$ cat src/design/nat_pkg.sv
// Shared types, sizes and codes for the NAT translation table.
// Depends on nothing; every other design file but nat_ram refers to it by scoped names.
`timescale 1ns / 1ps
package nat_pkg;

  localparam int unsigned Buckets = 1024;
  localparam int unsigned Entries = 256;
  localparam int unsigned BktW    = $clog2(Buckets);
  localparam int unsigned IdxW    = $clog2(Entries);
  localparam int unsigned PtrW    = IdxW + 1;

  localparam logic [PtrW-1:0] PtrNull = PtrW'(Entries);

  localparam logic [31:0] FnvBasis = 32'h811C_9DC5;
  localparam logic [31:0] FnvPrime = 32'h0100_0193;

  // command codes
  localparam logic [1:0] CmdInsert    = 2'd0;
  localparam logic [1:0] CmdFwdLookup = 2'd1;
  localparam logic [1:0] CmdRevLookup = 2'd2;
  localparam logic [1:0] CmdRemove    = 2'd3;

  // status codes
  localparam logic [1:0] StOk   = 2'd0;
  localparam logic [1:0] StMiss = 2'd1;
  localparam logic [1:0] StFull = 2'd2;

  typedef struct packed {
    logic [31:0] src_ip;
    logic [31:0] dst_ip;
    logic [15:0] sport;
    logic [15:0] dport;
    logic [7:0]  protocol;
    logic [31:0] gw_ip;
    logic [15:0] gw_port;
  } entry_t;

  typedef struct packed {
    logic [1:0]      command;
    entry_t          key;
    logic [BktW-1:0] key_bkt;
    logic [BktW-1:0] gw_bkt;
  } job_t;

endpackage

$ cat src/design/nat_hash.sv
// Iterative word-wise FNV-1a over five words, one multiply per cycle.
// Depends on nat_pkg.
`timescale 1ns / 1ps
module nat_hash (
  input  logic                       clk_i,
  input  logic                       rst_ni,
  input  logic                       start_i,
  input  logic [4:0][31:0]           words_i,
  output logic                       done_o,
  output logic [nat_pkg::BktW-1:0]   bkt_o
);

  logic [31:0]      h_q;
  logic [4:0][31:0] words_q;
  logic [2:0]       cnt_q;
  logic             run_q;
  logic             done_q;
  logic [31:0]      mix;
  logic [31:0]      prod;

  assign mix  = h_q ^ words_q[cnt_q];
  assign prod = 32'(mix * nat_pkg::FnvPrime);

  // control: run five rounds, then pulse done
  always_ff @(posedge clk_i or negedge rst_ni) begin
    if (!rst_ni) begin
      run_q  <= 1'b0;
      done_q <= 1'b0;
      cnt_q  <= '0;
    end else begin
      done_q <= 1'b0;
      if (start_i) begin
        run_q <= 1'b1;
        cnt_q <= '0;
      end else if (run_q) begin
        cnt_q <= cnt_q + 3'd1;
        if (cnt_q == 3'd4) begin
          run_q  <= 1'b0;
          done_q <= 1'b1;
        end
      end
    end
  end

  // datapath: load basis, fold one word per round
  always_ff @(posedge clk_i) begin
    if (start_i) begin
      h_q     <= nat_pkg::FnvBasis;
      words_q <= words_i;
    end else if (run_q) begin
      h_q <= prod;
    end
  end

  assign done_o = done_q;
  assign bkt_o  = h_q[nat_pkg::BktW-1:0];

endmodule

$ cat src/design/nat_front.sv
// Front end: takes one item, hashes its forward and reverse keys, queues the job.
// Depends on nat_pkg and nat_hash.
`timescale 1ns / 1ps
module nat_front (
  input  logic           clk_i,
  input  logic           rst_ni,
  input  logic           accept_i,
  input  logic [1:0]     command_i,
  input  nat_pkg::entry_t item_i,
  output logic           full_o,
  output nat_pkg::job_t  job_o,
  output logic           job_valid_o,
  input  logic           job_pop_i
);

  nat_pkg::job_t stage_q;
  logic          busy_q;
  logic          ready_q;
  logic          key_done;
  logic          gw_done;
  logic [nat_pkg::BktW-1:0] key_bkt;
  logic [nat_pkg::BktW-1:0] gw_bkt;
  logic [4:0][31:0] key_words;
  logic [4:0][31:0] gw_words;

  nat_pkg::job_t q_q [2];
  logic          wp_q;
  logic          rp_q;
  logic [1:0]    cnt_q;
  logic          enq;
  logic          deq;

  // hash words in model order: first word at index 0
  assign key_words = {32'(item_i.protocol), 32'(item_i.dport), 32'(item_i.sport),
                      item_i.dst_ip, item_i.src_ip};
  assign gw_words  = {32'(item_i.protocol), 32'(item_i.gw_port), 32'(item_i.dport),
                      item_i.gw_ip, item_i.dst_ip};

  nat_hash u_key_hash (
    .clk_i   (clk_i),
    .rst_ni  (rst_ni),
    .start_i (accept_i),
    .words_i (key_words),
    .done_o  (key_done),
    .bkt_o   (key_bkt)
  );

  nat_hash u_gw_hash (
    .clk_i   (clk_i),
    .rst_ni  (rst_ni),
    .start_i (accept_i),
    .words_i (gw_words),
    .done_o  (gw_done),
    .bkt_o   (gw_bkt)
  );

  assign enq = ready_q && (cnt_q != 2'd2);
  assign deq = job_pop_i && (cnt_q != 2'd0);

  // staging control: busy from accept until the job is queued
  always_ff @(posedge clk_i or negedge rst_ni) begin
    if (!rst_ni) begin
      busy_q  <= 1'b0;
      ready_q <= 1'b0;
    end else begin
      if (accept_i) begin
        busy_q <= 1'b1;
      end else if (enq) begin
        busy_q  <= 1'b0;
        ready_q <= 1'b0;
      end else if (key_done && gw_done) begin
        ready_q <= 1'b1;
      end
    end
  end

  // staging payload
  always_ff @(posedge clk_i) begin
    if (accept_i) begin
      stage_q.command <= command_i;
      stage_q.key     <= item_i;
    end
    if (key_done && gw_done) begin
      stage_q.key_bkt <= key_bkt;
      stage_q.gw_bkt  <= gw_bkt;
    end
  end

  // two-deep job queue pointers
  always_ff @(posedge clk_i or negedge rst_ni) begin
    if (!rst_ni) begin
      wp_q  <= 1'b0;
      rp_q  <= 1'b0;
      cnt_q <= '0;
    end else begin
      if (enq) wp_q <= ~wp_q;
      if (deq) rp_q <= ~rp_q;
      cnt_q <= cnt_q + {1'b0, enq} - {1'b0, deq};
    end
  end

  always_ff @(posedge clk_i) begin
    if (enq) begin
      q_q[wp_q] <= stage_q;
    end
  end

  assign full_o      = busy_q;
  assign job_o       = q_q[rp_q];
  assign job_valid_o = (cnt_q != 2'd0);

endmodule

$ cat config.mk
export PLATFORM = sky130hd
export DESIGN_NAME = nat_front
export DESIGN_NICKNAME = d
export VERILOG_FILES = /design/src/design/nat_pkg.sv /design/src/design/nat_hash.sv /design/src/design/nat_front.sv
export SDC_FILE = /design/constraint.sdc
export NUM_CORES = 1
export LEC_CHECK = 0
export BUFFER_PORTS_ARGS = -buffer_cell sky130_fd_sc_hd__clkbuf_2
export CORE_MARGIN = 2
export CORE_UTILIZATION = 35
export DETAILED_ROUTE_END_ITERATION = 12
export HOLD_SLACK_MARGIN = 0.03
export PLACE_DENSITY = 0.55
export SLEW_MARGIN = 40
export SYNTH_ARGS = -nofsm -noshare
export SYNTH_HDL_FRONTEND = slang
export SYNTH_SLANG_ARGS = --single-unit
$ cat constraint.sdc
create_clock -name clk_i -period 11.02 [get_ports clk_i]
set_input_delay 2.204 -clock clk_i [delete_from_list [all_inputs] [get_ports clk_i]]
set_output_delay 2.204 -clock clk_i [all_outputs]
set_load 0.01 [all_outputs]
# Word-level counts from Yosys, hierarchy flattened
# Memory sizes are Yosys's and may differ from the RTL's.
# Cells that the tools add are included.
# classes
n_eq_ne,3
n_mux,26
multipliers,2
n_addsub,4
n_reduce_logical,9
n_lt_le_gt_ge,2
bitwise_logic,5
# op_table
cell,count
32-bit binary-select mux with 3-bit select,2
32-bit by 25-bit multiplier with 32-bit output (second input constant),2
32-bit 2-to-1 mux,2
32-bit bitwise XOR,2
1-bit 2-to-1 mux,18
3-bit 2-to-1 mux,4
2-bit nonzero test,5
3-bit by 4-bit less-than comparator with 1-bit output (second input constant),2
3-bit by 1-bit adder with 3-bit output (second input constant),2
3-bit == test (second input constant),2
1-bit logical AND,3
1-bit inverter,3
2-bit by 1-bit adder with 2-bit output,1
2-bit != test (second input constant),1
2-bit AND reduction,1
2-bit by 1-bit subtractor with 2-bit output,1
# word_totals
ff_bits,254
wordCells,75
inputBits,158
memories,1
ram_bits,348
out_inout_bits,176
# mem_list
memory,depth,width,read_ports,rd_clocked_by_memory_dff,wr,line_no,source
q_q,2,174,1,0,1,nat_front.sv:26,nat_pkg::job_t q_q [2];

# Logic depth before layout (Yosys ltp)
# logic_depth
depth_word,4
ltp_mapped,18
depth_no_buf,17

# Modules after synthesis
# A second synthesis with hierarchy kept.
# unflattened
cells_unflattened,1222
hier_area_um2,24974.0
# modules_own_cells
mod,n_inst,cells_per_inst,area_each_um2,seq_area_each_um2
nat_front,1,740,18107.4,15825.2
nat_hash (u_key_hash),1,239,3459.6,1826.8
nat_hash (u_gw_hash),1,243,3407.0,1826.8

# Worst setup path before layout
# No wires, ideal clock.
# synth_timing
path_kind,flip-flop to flip-flop
from,reg cnt_q[1]
to,mem q_q[0][0] (netlist bit) (enable)
period_less_slack_ps,8542
setup_ps,711
required_ps,10309
path_stages_with_launch,4
arrival_time_ps,7830
n_path_buf,0
slack_ps,2478
path_cell_list,dfrtp_1 > inv_1 > o21ai_1 > nor2_1
# synth_via
elab_chain_cells,4
# synth_lines
item,line_no,source
start: declaration,nat_front.sv:29,logic [1:0] cnt_q;
start signal: assignment,nat_front.sv:98,"cnt_q <= cnt_q + {1'b0, enq} - {1'b0, deq};"
2-bit != test,nat_front.sv:57,assign enq = ready_q && (cnt_q != 2'd2);
1-bit logical AND,nat_front.sv:57,
1-bit 2-to-1 mux,nat_front.sv:103,if (enq) begin
1-bit 2-to-1 mux (implied by the code),nat_front.sv:104,q_q[wp_q] <= stage_q;
end: declaration,nat_front.sv:26,
# No other way between the ends.

# Worst setup path in the final report
# layout_timing
from,reg u_gw_hash.cnt_q[1]
to,reg u_gw_hash.h_q[9]
# layout_via
elab_chain_cells,4
# layout_lines
item,line_no,source
start: declaration,nat_hash.sv:15,logic [2:0] cnt_q;
start signal: assignment,nat_hash.sv:36,cnt_q <= cnt_q + 3'd1;
32-bit binary-select mux with 3-bit select,nat_hash.sv:21,assign mix = h_q ^ words_q[cnt_q];
32-bit 2-to-1 mux (implied by the code),nat_hash.sv:21,
32-bit bitwise XOR,nat_hash.sv:21,
32-bit by 25-bit multiplier with 32-bit output,nat_hash.sv:22,assign prod = 32'(mix * nat_pkg::FnvPrime);
end signal: assignment,nat_hash.sv:48,h_q <= nat_pkg::FnvBasis;
end signal: assignment,nat_hash.sv:51,h_q <= prod;
end: declaration,nat_hash.sv:13,logic [31:0] h_q;
# No other way between the ends. The select of a mux whose other input is x is not followed.
# A chain may end at the register's enable or synchronous reset.

==> summary.txt <==
Global route
  • Antenna violations before repair: 7
  • Vias in the first global route: between 10k and 15k
  • Largest net degree at the start of global routing: 85
  • First-pass GRT wire length: between 70000 and 80000 um
  • GRT Residual Overflow: 0
  • Gr usage total: between 10% and 20%

Setup path
  • Reg2reg start: u_gw_hash.cnt_q[1]
  • Critical Path AT: 5710 ps
  • Crit. End Element: flip-flop
  • Critical path type: reg -> reg
  • R2R Path End: u_gw_hash.h_q[9]
  • Crit. Startpoint: u_gw_hash.cnt_q[1]
  • Slowest stage cell, crit path: dfrtp_1
  • Setup crit end: u_gw_hash.h_q[9]
  • Most used cell, CP: ha_1
  • Largest fanout on the critical path: 14
  • Critical Path Start Type: flip-flop
  • R2R depth: 16
  • R2R Setup Slk: between 5000 and 6000 ps
  • Crit-path cells: mux4_2 > a21oi_1 > xnor2_1 > ha_1 > ha_1 > ha_1 > ha_1 > inv_1 > fa_1 > inv_1 > ha_1 > a21o_1 > a31oi_1 > xnor3_1 > mux2_2 > nor2_1
  • Delay of the slowest cell on the worst path: 820 ps
  • Critical Path RT: 11540 ps

Drt
  • Drt pass-1 iters: 4
  • Top Layer Used: met5
  • Total Wirelength: between 40000 and 50000 um
  • DRC: 0
  • Post-route ant nets: 0
  • Drt wl/cell: about 21 um
  • M1 wire length: about 21000 um
  • Total number of vias: roughly 11k
  • Via density: roughly 4.7
  • Detail Route met2 WL: 22900 um
  • First DRT Iteration DRCs: roughly 550
  • Metal3 WL: 3340 um

Finish
  • Nets@finish: 1687
  • Finished Core Util: 42.9%
  • Layout cells sized above 1: about two fifths
  • Area Overhead vs Synth: 20.7%

STA
  • Relative slew slack: a little under half
  • Final setup viols: 0
  • Slew @ Worst Pin: ~810 ps
  • Skew final: 27.8 ps
  • Tcrit/Tclk final: a little under half
  • Fmax: between 150 and 200 MHz
  • RSZ-0062 raised after global routing: false
  • Slew Limit Fails: 0
  • Final Critical Period: roughly 5200 ps
  • Setup TNS Final: 0 ps
  • Hold Fails Final Rpt: 0

Synth
  • Gate Count Post-Synth: roughly 1.1k
  • Total of warnings raised by yosys: 0
  • Largest family of logic cells by synthesized area: multiplexers
  • Simple-gate area share of the yosys netlist: approximately 1.6%
  • Syn nets: roughly 1.3k
  • Post-synth top area cell: edfxtp_1
  • Post-Synth XOR/XNOR Area: between 3 and 4%
  • Post-Synth Adder-Cell Area: about 4.5%
  • Mux cell area share after synthesis: between 10% and 20%
  • Post-synth cell types: 44
  • Ys flop type: edfxtp_1
  • Ys async rst share: about 2.9%
  • Cell area after synthesis: about 22000 sq um
  • Sequential share of the synthesized area: 76.4%
  • EDFF count, synth: 522
  • Compound-Gate Fraction of Synth Area: 1.62%
  • Synth top area share: a little over 70%
  • FF+latch count, synth: roughly 560
  • Mean Syn Cell Area: slightly below 20 sq um
  • Synth top area cells: edfxtp_1, mux2_2, ha_1

Die
  • Die Y: 252 um
  • Die X: ~250 um
  • Die area: around 64000 sq um
  • Starting Density: a little over a third
  • Core region area: 60600 sq um
  • IO Count: approximately 330
  • Std cell rows: 90

Clock network
  • Root Buffer: clkbuf_16
  • CTS tree: yes
  • Postcts setup bufs: 0
  • Max Root-Sink Buffers: 3
  • Clock slew at reported path FFs: 60 ps
  • Post-CTS Hold Fix Bufs: 0
  • Sink Count: ~560
  • Worst skew pair latency: ~600 ps
  • # resized after CTS: 0
  • CTS H-tree depth: 2
  • CTS Buf Count: 57

Min path
  • Hold Path Class: reg -> reg

Run
  • Max_cap viols: 0

Status
  • Status: complete, no violations

Power
  • Leak: around 9.6 nW
  • Max VDD drop: about 0.00030 V
  • Power Density: 298 nW/um^2

Placement
  • Port bufs: 333
  • Global placement routability congestion: a little under 0.8
  • HPWL Detailed: roughly 32000 um
[per-layer routing]
layer | vias to the layer above | GRT usage (%)
li1 | 4934 | -
met1 | 5437 | 19.7
met2 | 313 | 24.1
met3 | 78 | 3.77
met4 | 6 | 4.50
met5 | - | 0
[report_power, final]
group / internal (mW) / switching, mW / leakage [nW]
Sequential: 2.46 / 0.150 / 5.18
Combinational: 1.78 / 1.52 / 3.60
Clock: 1.06 / 0.778 / 0.861
Total: 5.31 / 2.45 / 9.63
[critical path: cells and delay by family, from the launching register on]
family	cells	cell delay, ps
AOI/OAI and AO/OA	3	590
DFF	1	820
xor gates and xnor gates	2	610
muxes	2	860
buffers and inverters	2	90
adders and majority gates	6	2050
and+or+nand+nor	1	80
[synthesized netlist by cell type (2+ instances only)]
master / instances
edfxtp_1: 522
mux2_2: 175
ha_1: 68
xnor2_1: 50
inv_1: 31
nor2_1: 26
clkbuf_1: 24
dfxtp_1: 20
mux4_2: 18
a21oi_1: 16
dfrtp_1: 16
xor2_1: 13
mux2i_1: 10
a22oi_1: 8
and2_1: 8
nand2_1: 7
nor2b_1: 7
a21o_1: 6
and3_1: 6
fa_1: 6
or2_2: 6
a211o_1: 5
xnor3_1: 4
a211oi_1: 3
buf_1: 3
o21ai_0: 3
o21bai_1: 3
a31oi_1: 2
a32oi_1: 2
buf_2: 2
buf_4: 2
nor3b_1: 2
[registers in the layout, indices dropped and copies added, names as in the netlist, 2 cells and up]
name and count:
cnt_q 2, q_q 348, stage_q 22, u_gw_hash.cnt_q 3, u_gw_hash.h_q 10, u_gw_hash.words_q 48, u_key_hash.cnt_q 3, u_key_hash.h_q 10
u_key_hash.words_q 104
[through the flow]
step	total power [mW]	setup WS, ps	hold slack [ps]	instances	instance area (sq um)
after floorplan	5.24	2480	421	1086	21600
after global placement	5.97	5860	422	2175	24200
after detailed placement	6.00	5830	429	2178	24200
after CTS	7.88	5770	439	2281	26000
after global routing	8.36	5450	445	2282	26000
final	7.75	5830	439	2282	26000
[layout by cell type, fill, tap and decap left out, types with 13 or more instances in the layout]
| master | Yosys | layout |
|---|---|---|
| edfxtp_1 | 522 | 522 |
| clkbuf_2 | 0 | 332 |
| mux2_2 | 175 | 175 |
| ha_1 | 68 | 68 |
| clkbuf_16 | 0 | 58 |
| xnor2_1 | 50 | 50 |
| inv_1 | 31 | 31 |
| nor2_1 | 26 | 24 |
| dfxtp_1 | 20 | 20 |
| clkbuf_1 | 24 | 19 |
| mux4_2 | 18 | 18 |
| a21oi_1 | 16 | 16 |
| dfrtp_1 | 16 | 14 |
| clkinv_1 | 1 | 13 |
| xor2_1 | 13 | 13 |
[layout make-up]
class,instances,area [sq um]
fill,5345,34600
sequential,558,16500
multi-input combinational,464,4840
timing repair buffer,342,1820
clock buffer,77,1520
tap,782,978
clock inverter,26,251
inverter,32,120
antenna,1,2.50
[logic make-up (layout without fill, tap and decap cells)]
kind of cell,after synthesis,after routing
AO/OA/AOI/OAI,52,52
flip-flops,558,558
adder cells (fa/ha/maj),74,74
XOR/XNOR,68,68
other,0,1
buffers and inverters,64,477
AND/OR/NAND/NOR,66,66
multiplexers,204,204
[worst min path at each step]
stage | startpoint | depth (start not counted) | slack (ps) | end
finish | u_gw_hash.words_q[54] | 0 | 440 | q_q[0][58]
global route | stage_q[13] | 0 | 440 | q_q[1][13]
CTS | stage_q[13] | 0 | 440 | q_q[1][13]
detailed placement | u_gw_hash.words_q[43] | 0 | 430 | q_q[1][47]
global placement | u_gw_hash.words_q[111] | 0 | 420 | q_q[1][35]
floorplan | stage_q[0] | 0 | 420 | q_q[0][0]
(Power assumes the default switching activity.)
